<file path="config.mk">
export PLATFORM = sky130hd
export DESIGN_NAME = rbe_ctrl
export DESIGN_NICKNAME = d
export VERILOG_FILES = /design/src/rbe_pkg.sv /design/src/rbe_ctrl.sv
export SDC_FILE = /design/constraint.sdc
export NUM_CORES = 1
export LEC_CHECK = 0
export ABC_AREA = 1
export BUFFER_PORTS_ARGS = -buffer_cell sky130_fd_sc_hd__buf_2
export CELL_PAD_IN_SITES_DETAIL_PLACEMENT = 1
export CELL_PAD_IN_SITES_GLOBAL_PLACEMENT = 1
export CORE_MARGIN = 2
export CORE_UTILIZATION = 34
export CTS_CLUSTER_SIZE = 25
export DETAILED_ROUTE_END_ITERATION = 6
export PLACE_DENSITY_LB_ADDON = 0.1
export SKIP_LAST_GASP = 1
export SLEW_MARGIN = 20
export SYNTH_ARGS = -nofsm -noshare
export SYNTH_HDL_FRONTEND = slang
export SYNTH_SLANG_ARGS = --single-unit
</file>
<file path="constraint.sdc">
create_clock -name clk -period 1.96 [get_ports clk]
set_input_delay 0.196 -clock clk [delete_from_list [all_inputs] [get_ports clk]]
set_output_delay 0.196 -clock clk [all_outputs]
set_load 0.005 [all_outputs]
</file>
<file path="src/rbe_pkg.sv">
// Shared constants, command and status records for the rANS byte encoder.
package rbe_pkg;

  // Field widths.
  localparam int CMD_W   = 2;
  localparam int SYM_W   = 8;
  localparam int COUNT_W = 13;
  localparam int KIND_W  = 2;
  localparam int STATE_W = 24;
  localparam int SUM_W   = 21;
  localparam int BYTE_W  = 8;

  // Alphabet and probability precision.
  localparam int SYMBOL_COUNT    = 256;
  localparam int PRECISION_BITS  = 12;
  localparam int SYM_IDX_W       = (SYMBOL_COUNT > 1) ? $clog2(SYMBOL_COUNT) : 1;
  localparam int LOWER_BOUND_LOG = 16;

  // Renormalization bound is count << XMAX_SHIFT.
  localparam int XMAX_SHIFT = LOWER_BOUND_LOG - PRECISION_BITS + BYTE_W;
  localparam int CMP_W      = STATE_W + COUNT_W;
  localparam int MAX_BYTES  = 2;
  localparam int NBYTES_W   = $clog2(MAX_BYTES + 1);

  // Divider retires DIV_BITS quotient bits per cycle.
  localparam int DIV_BITS  = 2;
  localparam int DIV_ITERS = STATE_W / DIV_BITS;
  localparam int DIV_CNT_W = $clog2(DIV_ITERS);

  localparam logic [STATE_W-1:0] LOWER_BOUND = STATE_W'(1) << LOWER_BOUND_LOG;
  localparam logic [SUM_W-1:0]   FULL_SUM    = SUM_W'(1) << PRECISION_BITS;

  // Request commands.
  localparam logic [CMD_W-1:0] CMD_LOAD   = 2'd0;
  localparam logic [CMD_W-1:0] CMD_ENCODE = 2'd1;
  localparam logic [CMD_W-1:0] CMD_FINISH = 2'd2;

  // Result kinds.
  localparam logic [KIND_W-1:0] KIND_BYTE  = 2'd0;
  localparam logic [KIND_W-1:0] KIND_FINAL = 2'd1;
  localparam logic [KIND_W-1:0] KIND_ERROR = 2'd2;

  // Controller to datapath.
  typedef struct packed {
    logic load;
    logic lookup;
    logic latch;
    logic emit_byte;
    logic push_error;
    logic div_init;
    logic div_step;
    logic update;
    logic push_final;
  } ctl_cmd_t;

  // Datapath to controller.
  typedef struct packed {
    logic slot_free;
    logic freq_zero;
    logic emit_ok;
    logic div_last;
  } dp_stat_t;

endpackage

</file>
<file path="src/rbe_ctrl.sv">
// Controller: sequences load, encode and finish requests over the datapath.
module rbe_ctrl
  import rbe_pkg::*;
(
  input  logic             clk,
  input  logic             rst_n,
  input  logic             in_valid,
  output logic             in_ready,
  input  logic [CMD_W-1:0] in_command,
  input  dp_stat_t         stat,
  output ctl_cmd_t         cmd
);

  typedef enum logic [5:0] {
    ST_IDLE  = 6'b000001,
    ST_LOOK  = 6'b000010,
    ST_CHECK = 6'b000100,
    ST_DIV   = 6'b001000,
    ST_UPD   = 6'b010000,
    ST_FIN   = 6'b100000
  } state_t;

  state_t state_r, state_nxt;
  logic   accept;

  assign in_ready = (state_r == ST_IDLE);
  assign accept   = in_valid && in_ready;

  always_comb begin
    state_nxt = state_r;
    cmd       = '0;
    unique case (state_r)
      ST_IDLE: begin
        if (accept) begin
          priority if (in_command == CMD_LOAD) begin
            cmd.load = 1'b1;
          end else if (in_command == CMD_ENCODE) begin
            cmd.lookup = 1'b1;
            state_nxt  = ST_LOOK;
          end else if (in_command == CMD_FINISH) begin
            state_nxt = ST_FIN;
          end else begin
            state_nxt = ST_IDLE;
          end
        end
      end
      ST_LOOK: begin
        cmd.latch = 1'b1;
        state_nxt = ST_CHECK;
      end
      ST_CHECK: begin
        // Hold while the result register is full and a result is to be pushed.
        priority if (stat.freq_zero) begin
          if (stat.slot_free) begin
            cmd.push_error = 1'b1;
            state_nxt      = ST_IDLE;
          end
        end else if (stat.emit_ok) begin
          if (stat.slot_free) begin
            cmd.emit_byte = 1'b1;
          end
        end else begin
          cmd.div_init = 1'b1;
          state_nxt    = ST_DIV;
        end
      end
      ST_DIV: begin
        cmd.div_step = 1'b1;
        if (stat.div_last) begin
          state_nxt = ST_UPD;
        end
      end
      ST_UPD: begin
        cmd.update = 1'b1;
        state_nxt  = ST_IDLE;
      end
      ST_FIN: begin
        if (stat.slot_free) begin
          cmd.push_final = 1'b1;
          state_nxt      = ST_IDLE;
        end
      end
      default: begin
        state_nxt = ST_IDLE;
      end
    endcase
  end

  always_ff @(posedge clk) begin
    if (!rst_n) begin
      state_r <= ST_IDLE;
    end else begin
      state_r <= state_nxt;
    end
  end

endmodule

</file>
# Yosys cells after proc, flatten, opt, wreduce, memory -nomap -nowiden
# Index checks and enable logic that the tools add are counted.
[totals]
ff_bits = 6
inputBits = 9
output_inout_bits = 10
elab_cells = 41
[op_classes]
eq_ne = 12
mux = 25
n_reduce_logical = 3
[ops]
columns = ["operator", "n"]
rows = [
  ["$mux W6", 8],
  ["$pmux W6 S5", 1],
  ["$mux W1", 13],
  ["$eq A6 B1 Y1 const B", 1],
  ["$eq A6 B2 Y1 const B", 1],
  ["$eq A6 B3 Y1 const B", 1],
  ["$eq A6 B4 Y1 const B", 1],
  ["$eq A6 B5 Y1 const B", 1],
  ["$eq A6 B6 Y1 const B", 1],
  ["$mux W2", 2],
  ["$ne A2 B2 Y1 const B", 2],
  ["$reduce_and A4 Y1", 1],
  ["$mux W3", 1],
  ["$ne A3 B3 Y1 const B", 1],
  ["$eq A2 B1 Y1 const B", 1],
  ["$eq A2 B2 Y1 const B", 1],
  ["$logic_not A2 Y1", 1],
  ["$ne A2 B1 Y1 const B", 1],
  ["$logic_and A1 B1 Y1", 1],
]

# Longest topological paths before layout
[depth]
depth_word = 6
mapped_depth = 9
depth_no_buf = 9

# Least setup slack after synthesis
# No wires, ideal clock.
[synth_path]
kind = "flip-flop to flip-flop"
startpoint = "register state_r[5]"
endpoint = "register state_r[0]"
setup_ps = 113
arrival_time_ps = 969
required_ps = 1847
setup_slack_ps = 878
stages_incl_launch_ff = 9
path_buffers = 0
period_less_slack_ps = 1082
cell_sequence = "dfxtp_1 > nor2_4 > nand3_1 > nand2_1 > inv_1 > nand2_2 > nand2_1 > nand2_1 > nand2_1"
[synth_between]
elab_chain_len = 4
[synth_lines]
columns = ["element", "line", "source"]
rows = [
  ["start, declared", "rbe_ctrl.sv:23", "state_t state_r, state_nxt;"],
  ["start signal, assigned", "rbe_ctrl.sv:93", "state_r <= state_nxt;"],
  ["$eq A6 B1 Y1", "rbe_ctrl.sv:26, rbe_ctrl.sv:32", ""],
  ["$logic_and A1 B1 Y1", "rbe_ctrl.sv:27", "assign accept = in_valid && in_ready;"],
  ["$ne A2 B1 Y1 (no source line)", "--", ""],
  ["$reduce_and A4 Y1 (no source line)", "--", ""],
]
# Several ways; a longest one is shown, not always the timed one.
# A chain may end at the register's enable or synchronous reset.

==> impl_metrics.py <==
metrics = {
    "timing": {
        "fin_crit_ns": 1.55,
        "tightestPinTransition_ns": 0.231,
        "finalHoldViolCount": 0,
        "clock.fmax_mhz": 647,
        "tns_ns": 0,
        "setup_slack_ns": 0.414,
        "final_max_slew_viol_count": 0,
        "clock_skew_ns": 0.00406,
        "fin_crit_sh_pct": 78.9,
        "relSlewSlack_pct": 84.5,
        "fin_hold_ws_ns": 0.132,
        "rsz0062_at_grt": "false",
        "setup_violations": 0,
    },
    "global_routing": {
        "antenna_found_initial": 0,
        "grt_pass1_wl_microns": 2550,
        "gr-total-overflow": 0,
        "first_global_vias": 601,
        "grtUsageTotal_pct": 18.1,
        "grt_start_max_net_pins": 8,
    },
    "synthesis": {
        "ys_seq_elements": 6,
        "yosysWarnings": 0,
        "yosysTopAreaCellShare_pct": 21.8,
        "ys_types": 18,
        "synth_area_leaders": "dfxtp_1 (22%), inv_1 (15%), nand2_1 (9.5%)",
        "synth_fp_nets": 98,
        "yosysSeqAreaShare_pct": 21.8,
        "netlist_area_sq_um": 551,
        "yosys.area.top_type": "dfxtp_1",
        "syn_area_per_cell_sq_um": 6.40,
        "synthCells": 86,
    },
    "clock_network": {
        "postCtsSetupBuffers": 0,
        "path_clk_slew_ns": 0.05,
        "clk_latency_ns": 0.26,
        "clock-sinks": 6,
        "htree_levels": 1,
        "postCtsHoldBufs": 0,
        "cts_resized": 0,
        "cts_buffer_depth": 2,
        "numCtsBuffers": 3,
        "cts_tree": "built",
        "cts_root_buf": "clkbuf_4",
    },
    "final_layout": {
        "regMostFlops": "state_r",
        "final_nets": 121,
        "largest_reg_flops": 6,
        "reg.largest.list": "state_r: 6 flops",
        "multi_input_area_sq_um": 342,
        "regArea_sq_um": 120,
        "drive_gt1_share_pct": 32.7,
        "utilization_pct": 45.3,
        "fillers": 212,
        "n_antenna_cell": 0,
        "synthToLayoutAreaGrowth_pct": 24.1,
        "stdcell_count": 123,
    },
    "worst_setup_path": {
        "start_kind": "flip-flop",
        "reg2regPathDepth": 9,
        "critPathKind": "reg2out",
        "cp_max_fo": 4,
        "critPathMaxStageDelay_ns": 0.42,
        "crit_arrival_ns": 1.35,
        "cpMaxStageDelayCell": "dfxtp_1",
        "crit_required_ns": 1.76,
        "rrSetupSlack_ns": 0.70,
        "crit_path_end_kind": "output pin",
        "cp_cell_sequence": "inv_1 -> nor2_2 -> nand4_1 -> nor2_1 -> buf_2",
    },
    "detailed_routing": {
        "via_per_inst": 4.85,
        "wl_microns": 1450,
        "vias": 597,
        "route.detailed.drc": 0,
        "first_pass_iters": 4,
        "drt-initial-drc-count": 13,
        "antenna_left": 0,
        "wl_per_cell_microns": 11.8,
    },
    "power_and_ir_drop": {
        "p_leak_nw": 0.427,
        "peakVddDrop_uv": 245,
        "powerDensity_nw_per_um2": 557,
    },
    "worst_hold_path": {
        "holdCritPathClass": "in2reg",
        "holdPathStages": 3,
    },
    "placed_design": {
        "port_buffers": 18,
        "dp_slack_ns": 0.687,
        "globalplace.congestion": 0.787,
        "place_hpwl_microns": 1210,
        "numPlacedInstances": 120,
    },
    "job": {
        "cap_viol_max_count": 0,
    },
    "die": {
        "ioPinCount": 19,
        "die_x_microns": 44.2,
        "fp-row-count": 14,
        "initial_core_util_pct": 36.5,
        "die_area_sq_um": 1960,
        "die_y_microns": 44.2,
        "fp.coreArea_sq_um": 1510,
    },
    "outcome": {
        "status": "complete, no violations",
    },
}
-- worst max-delay path, delay by kind of cell (launching register included) --
| kind | cells | cell delay (ns) |
|---|---|---|
| buffers and inverters | 2 | 0.20 |
| flip-flops | 1 | 0.42 |
| AND/OR/NAND/NOR | 3 | 0.46 |
-- synth_stat cells --
cell type	n
o211ai_1	1
nor2_2	3
nand2_2	2
nor3_1	4
o21ai_1	1
nand4_1	4
dfxtp_1	6
a21oi_1	1
nand3_1	5
inv_4	1
ha_1	3
nor2_4	4
nand3_4	1
inv_1	22
nand2_1	14
nor2_1	11
a21oi_2	1
nand3_2	2
-- cell families (layout without fill, tap and decap cells) --
group	count (synthesis)	count (layout)	share of synthesized area, %
AOI/OAI and AO/OA	4	4	4.77
adders and majority gates	3	3	6.82
buffers and inverters	23	44	16.1
DFF	6	6	21.8
and+or+nand+nor	50	50	50.5
-- report_power, final --
group | leakage (nW) | switching, mW | total (mW) | internal, mW
Sequential | 0.0487 | 0.00733 | 0.135 | 0.128
Combinational | 0.364 | 0.0750 | 0.120 | 0.0452
Clock | 0.0138 | 0.0555 | 0.126 | 0.0700
-- cells in the final DEF (no fill, tap or decap) --
master,n
a21oi_1,1
a21oi_2,1
buf_2,18
clkbuf_4,3
dfxtp_1,6
ha_1,3
inv_1,22
inv_4,1
nand2_1,14
nand2_2,2
nand3_1,5
nand3_2,2
nand3_4,1
nand4_1,4
nor2_1,11
nor2_2,3
nor2_4,4
nor3_1,4
o211ai_1,1
o21ai_1,1
-- worst paths after layout --
kind / end / from
max: cmd[5] / state_r[2]
min: state_r[2] / rst_n
max reg2reg: state_r[0] / state_r[3]
min reg2reg: state_r[5] / state_r[5]
-- per-layer routing --
metal	share of wire [%]	track usage [%]	up-vias	routed length, microns
met1	47	22.8	271	678
met3	4.1	4.90	3	59
met5	0	0	-	0
met2	47	28.2	12	682
li1	-	-	311	-
met4	1.9	9.09	0	28
-- per-stage QoR --
stage | total power [mW] | instance area, sq um
2_1_floorplan | 0.222 | 551
3_3_place_gp | 0.257 | 661
3_5_place_dp | 0.259 | 661
4_1_cts | 0.387 | 683
5_1_grt | 0.413 | 683
6_report | 0.381 | 683
-- layout make-up --
class                      count  share of cell area (%)
clock buffer                   3                    3.30
inverter                      23                    13.0
multi-input combinational     57                    50.0
sequential                     6                    17.6
tap                           16                    2.93
timing repair buffer          18                    13.2
(Power assumes the default switching activity.)
